<file path="src/design/amwm_pkg.sv">
package amwm_pkg;

  // Fixed-point scale and limits.
  localparam int Q14_ONE = 16384;
  localparam logic [32:0] Q28_ONE = 33'd268435456;

  // CORDIC sine and cosine.
  localparam int CORDIC_STEPS = 14;
  localparam logic signed [31:0] CORDIC_GAIN = 32'sd652032874;

  // Stage counts: input capture, CORDIC, rotation, mixing, peak search.
  localparam int FRONT_STAGES = 22;

  // Normalizing divider geometry.
  localparam int QUO_W = 15;
  localparam int DEN_W = 33;
  localparam int NUM_W = 48;

  // Register indexes of the configuration port.
  localparam logic REG_DRIVE_MODE  = 1'b0;
  localparam logic REG_INVERT_MASK = 1'b1;

  // Drivetrain codes.
  localparam logic [1:0] MODE_TANK    = 2'd0;
  localparam logic [1:0] MODE_MECANUM = 2'd1;
  localparam logic [1:0] MODE_SWERVE  = 2'd2;

  // Arctangent of 2^-i in binary-angle units.
  function automatic logic signed [15:0] atan_bam(input logic [3:0] i);
    logic signed [15:0] r;
    case (i)
      4'd0:    r = 16'sd8192;
      4'd1:    r = 16'sd4836;
      4'd2:    r = 16'sd2555;
      4'd3:    r = 16'sd1297;
      4'd4:    r = 16'sd651;
      4'd5:    r = 16'sd326;
      4'd6:    r = 16'sd163;
      4'd7:    r = 16'sd81;
      4'd8:    r = 16'sd41;
      4'd9:    r = 16'sd20;
      4'd10:   r = 16'sd10;
      4'd11:   r = 16'sd5;
      4'd12:   r = 16'sd3;
      4'd13:   r = 16'sd1;
      default: r = 16'sd0;
    endcase
    return r;
  endfunction

  // Divide by 2^14, rounding half away from zero.
  function automatic logic signed [47:0] rnd14(input logic signed [47:0] v);
    logic signed [47:0] mag;
    logic signed [47:0] q;
    mag = (v < 0) ? -v : v;
    q = (mag + 48'sd8192) >>> 14;
    return (v < 0) ? -q : q;
  endfunction

  // Saturate to plus or minus 1.0 in Q2.14.
  function automatic logic signed [15:0] sat14(input logic signed [47:0] v);
    logic signed [15:0] r;
    if (v > 48'sd16384) r = 16'sd16384;
    else if (v < -48'sd16384) r = -16'sd16384;
    else r = 16'(v);
    return r;
  endfunction

  // Q30 to Q14 with floor rounding of v + 2^15, then saturation.
  function automatic logic signed [15:0] q30_to_q14(input logic signed [31:0] v);
    logic signed [47:0] t;
    t = (48'(v) + 48'sd32768) >>> 16;
    return sat14(t);
  endfunction

  // Magnitude of a wheel product.
  function automatic logic [32:0] mag34(input logic signed [33:0] v);
    logic signed [33:0] a;
    a = (v < 0) ? -v : v;
    return 33'(a);
  endfunction

endpackage

</file>
<file path="src/design/amwm_div.sv">
module amwm_div import amwm_pkg::*; (
  input  logic             clk,
  input  logic             en,
  input  logic [NUM_W-1:0] num,
  input  logic [DEN_W-1:0] den,
  output logic [QUO_W-1:0] quo
);

  logic [NUM_W-1:0] rem_r [QUO_W];
  logic [NUM_W-1:0] rem_nxt [QUO_W];
  logic [DEN_W-1:0] den_r [QUO_W];
  logic [DEN_W-1:0] den_nxt [QUO_W];
  logic [QUO_W-1:0] quo_r [QUO_W];
  logic [QUO_W-1:0] quo_nxt [QUO_W];

  // One restoring step per stage, most significant quotient bit first.
  always_comb begin
    logic [NUM_W-1:0] rin;
    logic [NUM_W-1:0] sh;
    logic [QUO_W-1:0] qin;
    for (int j = 0; j < QUO_W; j++) begin
      rin = (j == 0) ? num : rem_r[j-1];
      den_nxt[j] = (j == 0) ? den : den_r[j-1];
      qin = (j == 0) ? '0 : quo_r[j-1];
      sh = NUM_W'(den_nxt[j]) << (QUO_W - 1 - j);
      rem_nxt[j] = rin;
      quo_nxt[j] = qin;
      if (rin >= sh) begin
        rem_nxt[j] = rin - sh;
        quo_nxt[j][QUO_W-1-j] = 1'b1;
      end
    end
  end

  always_ff @(posedge clk) begin
    if (en) begin
      rem_r <= rem_nxt;
      den_r <= den_nxt;
      quo_r <= quo_nxt;
    end
  end

  assign quo = quo_r[QUO_W-1];

endmodule

</file>
<file path="config.mk">
export PLATFORM = sky130hd
export DESIGN_NAME = amwm_div
export DESIGN_NICKNAME = d
export VERILOG_FILES = /design/src/design/amwm_pkg.sv /design/src/design/amwm_div.sv
export SDC_FILE = /design/constraint.sdc
export NUM_CORES = 2
export LEC_CHECK = 0
export ABC_CLOCK_PERIOD_IN_PS = 4600
export BUFFER_PORTS_ARGS = -buffer_cell sky130_fd_sc_hd__buf_2
export CORE_MARGIN = 1.5
export CORE_UTILIZATION = 60
export CTS_CLUSTER_SIZE = 10
export DETAILED_ROUTE_END_ITERATION = 8
export PLACE_DENSITY = 0.84
export SETUP_SLACK_MARGIN = 0.3
export SLEW_MARGIN = 20
export SYNTH_ARGS = -nofsm -noshare
export SYNTH_HDL_FRONTEND = slang
export SYNTH_SLANG_ARGS = --single-unit
</file>
<file path="constraint.sdc">
create_clock -name clk -period 4.6 [get_ports clk]
set_clock_uncertainty 0.15 [all_clocks]
set_input_delay 0.69 -clock clk [delete_from_list [all_inputs] [get_ports clk]]
set_output_delay 0.69 -clock clk [all_outputs]
set_load 0.005 [all_outputs]
</file>
* Word level (Yosys, flattened, before mapping)
Cells that the tools add are included.
Word-level totals: word-level logic and storage cells 101, register bits after elaboration 1254
Cells by class: order comparisons 15, add/subtract/negate cells 14, mux-type cells 15
Operators with widths (number):
- $mux W48 | 14
- $ge A48 B33 Y1 | 1
- $ge A48 B34 Y1 | 1
- $ge A48 B35 Y1 | 1
- $ge A48 B36 Y1 | 1
- $ge A48 B37 Y1 | 1
- $ge A48 B38 Y1 | 1
- $ge A48 B39 Y1 | 1
- $ge A48 B40 Y1 | 1
- $ge A48 B41 Y1 | 1
- $ge A48 B42 Y1 | 1
- $ge A48 B43 Y1 | 1
- $ge A48 B44 Y1 | 1
- $ge A48 B45 Y1 | 1
- $ge A48 B46 Y1 | 1
- $ge A48 B47 Y1 | 1
- $sub A48 B34 Y48 | 1
- $sub A48 B35 Y48 | 1
- $sub A48 B36 Y48 | 1
- $sub A48 B37 Y48 | 1
- $sub A48 B38 Y48 | 1
- $sub A48 B39 Y48 | 1
- $sub A48 B40 Y48 | 1
- $sub A48 B41 Y48 | 1
- other kinds (7) | 7

* Logic depth before layout (Yosys ltp)
word-level depth 2, gate-level depth with buffers 16, gate-level depth less buffers 14

* Worst setup path after synthesis
Ideal clock, no wire load.
path type reg2reg, start point register rem_r[538] (netlist bit), end point register rem_r[522] (netlist bit), data pin, buffers on the path 0, arrival time 3.460 ns, setup slack 0.730 ns, cell stages (with the launch flop) 15, library setup time 0.260 ns, clock period less this slack 3.870 ns, cells stage by stage edfxtp_1 -> inv_1 -> ha_1 -> inv_1 -> fa_1 -> a21o_1 -> a2111oi_2 -> nor3b_1 -> o31a_1 -> o31ai_1 -> o41a_1 -> a221oi_1 -> o21ai_0 -> xor2_1 -> mux2_2
RTL lines:
- from (decl) | RTL line amwm_div.sv:9 | logic [NUM_W-1:0] rem_r [QUO_W];
- from (signal assigned) | RTL line amwm_div.sv:37 | rem_r <= rem_nxt;

==> key figures <==
Setup path
  – Critical path class: reg2reg
  – Critical path startpoint category: register
  – Crit path max fanout: 4
  – Critical path endpoint: rem_r[514]
  – Reg2Reg Setup Slack: about 0.37 ns
  – Slowest cell on crit path: a2111oi_4
  – Critical path's largest stage delay: 0.44 ns
  – Crit path top cell by count: inv_1
  – Crit path DAT: roughly 4.6 ns
  – Crit. Startpoint: rem_r[538]
  – Cells along the critical path: inv_1 > ha_1 > inv_1 > fa_1 > a21o_1 > a2111oi_4 > nor3b_2 > o31a_1 > buf_4 > o21ai_0 > a31oi_2 > o21bai_1 > a21oi_1 > xnor2_1 > mux2_2
  – Critical Path Sink Type: register
  – Crit Reg-Reg Endpoint: rem_r[514]
  – CP Data Required Time: between 4 and 5 ns
  – FF-to-FF path depth: 15
  – Worst R2R Start: rem_r[538]

Clocking
  – Clock transition at path regs: around 0.05 ns
  – Clock root cell: clkbuf_16
  – Num CTS Buffers: 149
  – Clock Sinks: around 1300
  – CTS tree: built
  – # H-tree levels: 4
  – CTS Buffer Depth: 3
  – Clk_lat worst skew: approximately 0.78 ns

Floorplanning
  – Die W: 350 µm
  – Initial Utilization: 60.4%
  – I/O pin count: 98
  – Core area: 0.119 mm²
  – Std cell rows: 127
  – Die footprint: 0.122 mm²
  – Vert. Die Dim: ~350 µm

Global routing
  – Vias in the first global route: 51800
  – First-pass GRT wire length: 255000 µm
  – Final global-route overflow total: 0
  – Initial antenna violation count: 0
  – Largest net degree at the start of global routing: 132
  – Gr usage total: 26.1%

Pwr
  – Worst IR Drop VDD: between 0.0004 and 0.0005 V
  – Power Total: about 0.051 W
  – P_leak: 32.2 nW
  – Power Dens Cells: 634 mW/mm²

STA
  – Post-layout minimum cycle time: between 4 and 5 ns
  – Setup TNS after final layout: 0 ns
  – Max Clk Rate: 236 MHz
  – Max-slew violations: 0
  – Worst-Margin Slew: 1.00 ns
  – Endpoints failing hold: 0
  – Unrepaired setup endpoints after global routing: true
  – Tcrit/Tclk final: 92.0%
  – Final Setup Violations: 0
  – Final setup margin: 0.369 ns
  – Max_slew headroom: between 30% and 40%

Place
  – Setup WS pre-CTS: 0.168 ns
  – Detailed placer's ending HPWL: 120000 µm
  – Port Buffers: 97
  – RePlAce Congestion: 1.01

Logic synthesis
  – Main synth FF type: edfxtp_1
  – Yosys warning total: 0
  – Synthesized instance count: 6691
  – Yosys cell types: between 80 and 90
  – Number of synthesized flops with an enable pin: approximately 1300
  – Seq/Total Area, Yosys: 52.2%
  – Async set or reset register ratio after synthesis: 0%
  – Syn nets: 7283
  – Top post-synthesis cells by area: edfxtp_1 52%, ha_1 8.6%, a21oi_1 4.2%
  – Synth Area per Inst: 10.8 µm²
  – Share of the synthesized area in the top cell type: 52.2%
  – Synth Cell Area: slightly above 0.07 mm²
  – Synthesis-stage register bit count: 1254
  – Yosys top cell by area: edfxtp_1

Detailed routing
  – Routed wire length: 160000 µm
  – DR DRC count: 0
  – Pre-antenna DRT Iters: 6
  – DR vias: 50700
  – DR iter-0 viols: 2658
  – ANT nets after route: 0
  – Wire per inst: 18.7 µm
  – Vias per inst: approximately 5.9

Final layout
  – # nets final: ~7500
  – Fraction of layout cells with a size suffix above 1: between 7 and 8%
  – # fillers: 8773
  – Area Overhead vs Synth: 10.8%
  – Ant. Diodes: 0

Outcome
  – Status: finished, final reports clean

Flow run
  – MaxCap Viol Count: 0

Min path
  – Worst hold path class: in2reg
-- area by class of cell --
type / count / area (µm²) / share of cell area, %
Tap cell: 1612 / 2020 / 2.52
Inverter: 610 / 2290 / 2.87
Multi-Input combinational cell: 4626 / 31600 / 39.6
Clock inverter: 30 / 415 / 0.520
Clock buffer: 173 / 3860 / 4.83
Sequential cell: 1254 / 37700 / 47.1
Timing Repair Buffer: 258 / 2040 / 2.55
-- layout by cell type, fill, tap and decap left out, types with 18 or more instances in the layout --
| master | Yosys | layout |
|---|---|---|
| a211oi_1 | 36 | 34 |
| a21oi_1 | 611 | 607 |
| xnor2_1 | 274 | 274 |
| and3_1 | 41 | 40 |
| clkbuf_1 | 177 | 22 |
| or3_1 | 28 | 28 |
| or2_2 | 21 | 21 |
| nand3_1 | 103 | 103 |
| o21ai_0 | 469 | 468 |
| nor2_1 | 433 | 431 |
| a31oi_1 | 47 | 43 |
| buf_2 | 7 | 96 |
| o31ai_1 | 45 | 42 |
| o21bai_1 | 58 | 58 |
| o21a_1 | 62 | 61 |
| o211ai_1 | 18 | 18 |
| a21o_1 | 293 | 292 |
| nand2_1 | 497 | 497 |
| nor3_1 | 100 | 99 |
| dlygate4sd3_1 | 0 | 48 |
| inv_1 | 609 | 609 |
| nor4_1 | 57 | 56 |
| xor2_1 | 229 | 229 |
| edfxtp_1 | 1254 | 1254 |
| buf_4 | 0 | 95 |
| mux2_2 | 86 | 86 |
| nor2b_1 | 80 | 80 |
| o31a_1 | 20 | 20 |
| nand4_1 | 108 | 108 |
| and2_1 | 40 | 40 |
| clkbuf_16 | 0 | 151 |
| nand2b_1 | 67 | 67 |
| ha_1 | 495 | 495 |
-- routing by layer --
layer / share of wire [%] / track usage (%) / vias up
met3: 3.4 / 3.24 / 512
li1: - / - / 24900
met1: 36 / 25.3 / 23800
met5: 0 / 0 / -
met4: 6.3 / 16.6 / 0
met2: 55 / 51.3 / 1446
-- registers in the layout, summed over array words and instances, names as in the netlist --
register  flops
den_nxt     462
quo_nxt     105
quo          15
rem_r       672
-- per-stage QoR --
step	util, %	cells	hold slack, ns	area [µm²]
floorplan	-	6691	0.250	72100
finish	66.9	8563	0.0683	79900
detailed placement	62.7	8304	0.255	75000
global placement	62.7	8304	0.251	75000
global route	66.9	8563	0.0461	79900
CTS	66.8	8559	0.00309	79800
-- worst max-delay path, delay by kind of cell, from the launching register on --
kind	cells	cell delay, ns
flip-flops	1	0.41
AO/OA/AOI/OAI	7	1.88
adder cells (fa/ha/maj)	2	0.61
XOR/XNOR	1	0.08
AND/OR/NAND/NOR	1	0.27
multiplexers	1	0.26
buffers and inverters	3	0.31
-- Yosys cell counts (11+ instances only) --
| cell | number |
|---|---|
| nand2_1 | 497 |
| a41oi_1 | 12 |
| nor4b_1 | 16 |
| buf_1 | 17 |
| or3_1 | 28 |
| nand4_1 | 108 |
| a211oi_1 | 36 |
| a31o_2 | 16 |
| a211o_1 | 13 |
| xnor2_1 | 274 |
| o2111ai_1 | 11 |
| inv_1 | 609 |
| clkbuf_1 | 177 |
| fa_1 | 14 |
| xor2_1 | 229 |
| a21oi_1 | 611 |
| nor2_1 | 433 |
| o21bai_1 | 58 |
| a21o_1 | 293 |
| o31a_1 | 20 |
| a311oi_1 | 13 |
| a31oi_1 | 47 |
| a221oi_1 | 11 |
| a2111oi_0 | 17 |
| and2_1 | 40 |
| or4_1 | 17 |
| a21boi_0 | 16 |
| nor3b_1 | 13 |
| nand2b_1 | 67 |
| o211ai_1 | 18 |
| nand3_1 | 103 |
| nand4b_1 | 12 |
| mux2_2 | 86 |
| or2_2 | 21 |
| o31ai_1 | 45 |
| and4_1 | 14 |
| o21ai_0 | 469 |
| o21a_1 | 62 |
| nor3_1 | 100 |
| ha_1 | 495 |
| nor4_1 | 57 |
| nor2b_1 | 80 |
| and3_1 | 41 |
| edfxtp_1 | 1254 |
-- cells by family after synthesis --
logic type	Yosys count	share of synthesized area [%]
AO/OA/AOI/OAI	1856	15.9
AND/OR/NAND/NOR	1671	11.2
flip-flops	1254	52.2
buffers and inverters	811	4.23
adder cells (fa/ha/maj)	509	8.98
XOR/XNOR	503	6.11
multiplexers	87	1.36
-- worst min-delay path by stage --
stage	slack, ns	depth (start not counted)	end	startpoint
CTS	0.003	3	rem_r[690]	num[18]
detailed placement	0.25	0	quo[13]	quo_nxt[13]
global placement	0.25	0	quo_nxt[72]	quo_nxt[87]
global route	0.05	3	rem_r[691]	num[19]
finish	0.07	3	rem_r[693]	num[21]
floorplan	0.25	0	quo[10]	quo_nxt[10]
-- report_power, final --
| group | switching, W | internal (W) | total, W | leakage [nW] |
|---|---|---|---|---|
| clock network | 0.00446 | 0.00601 | 0.0105 | 2.07 |
| registers | 0.00169 | 0.0166 | 0.0183 | 12.2 |
| logic | 0.0126 | 0.00934 | 0.0219 | 18.0 |
-- repair_timing --
item	in CTS	in global routing
endpoints found under the setup margin	11	65
gates resized for setup	7	21
pin swaps	1	5
setup buffers	4	4
hold buffers	48	0
hold endpoints to repair	48	0
(Power assumes the default switching activity.)
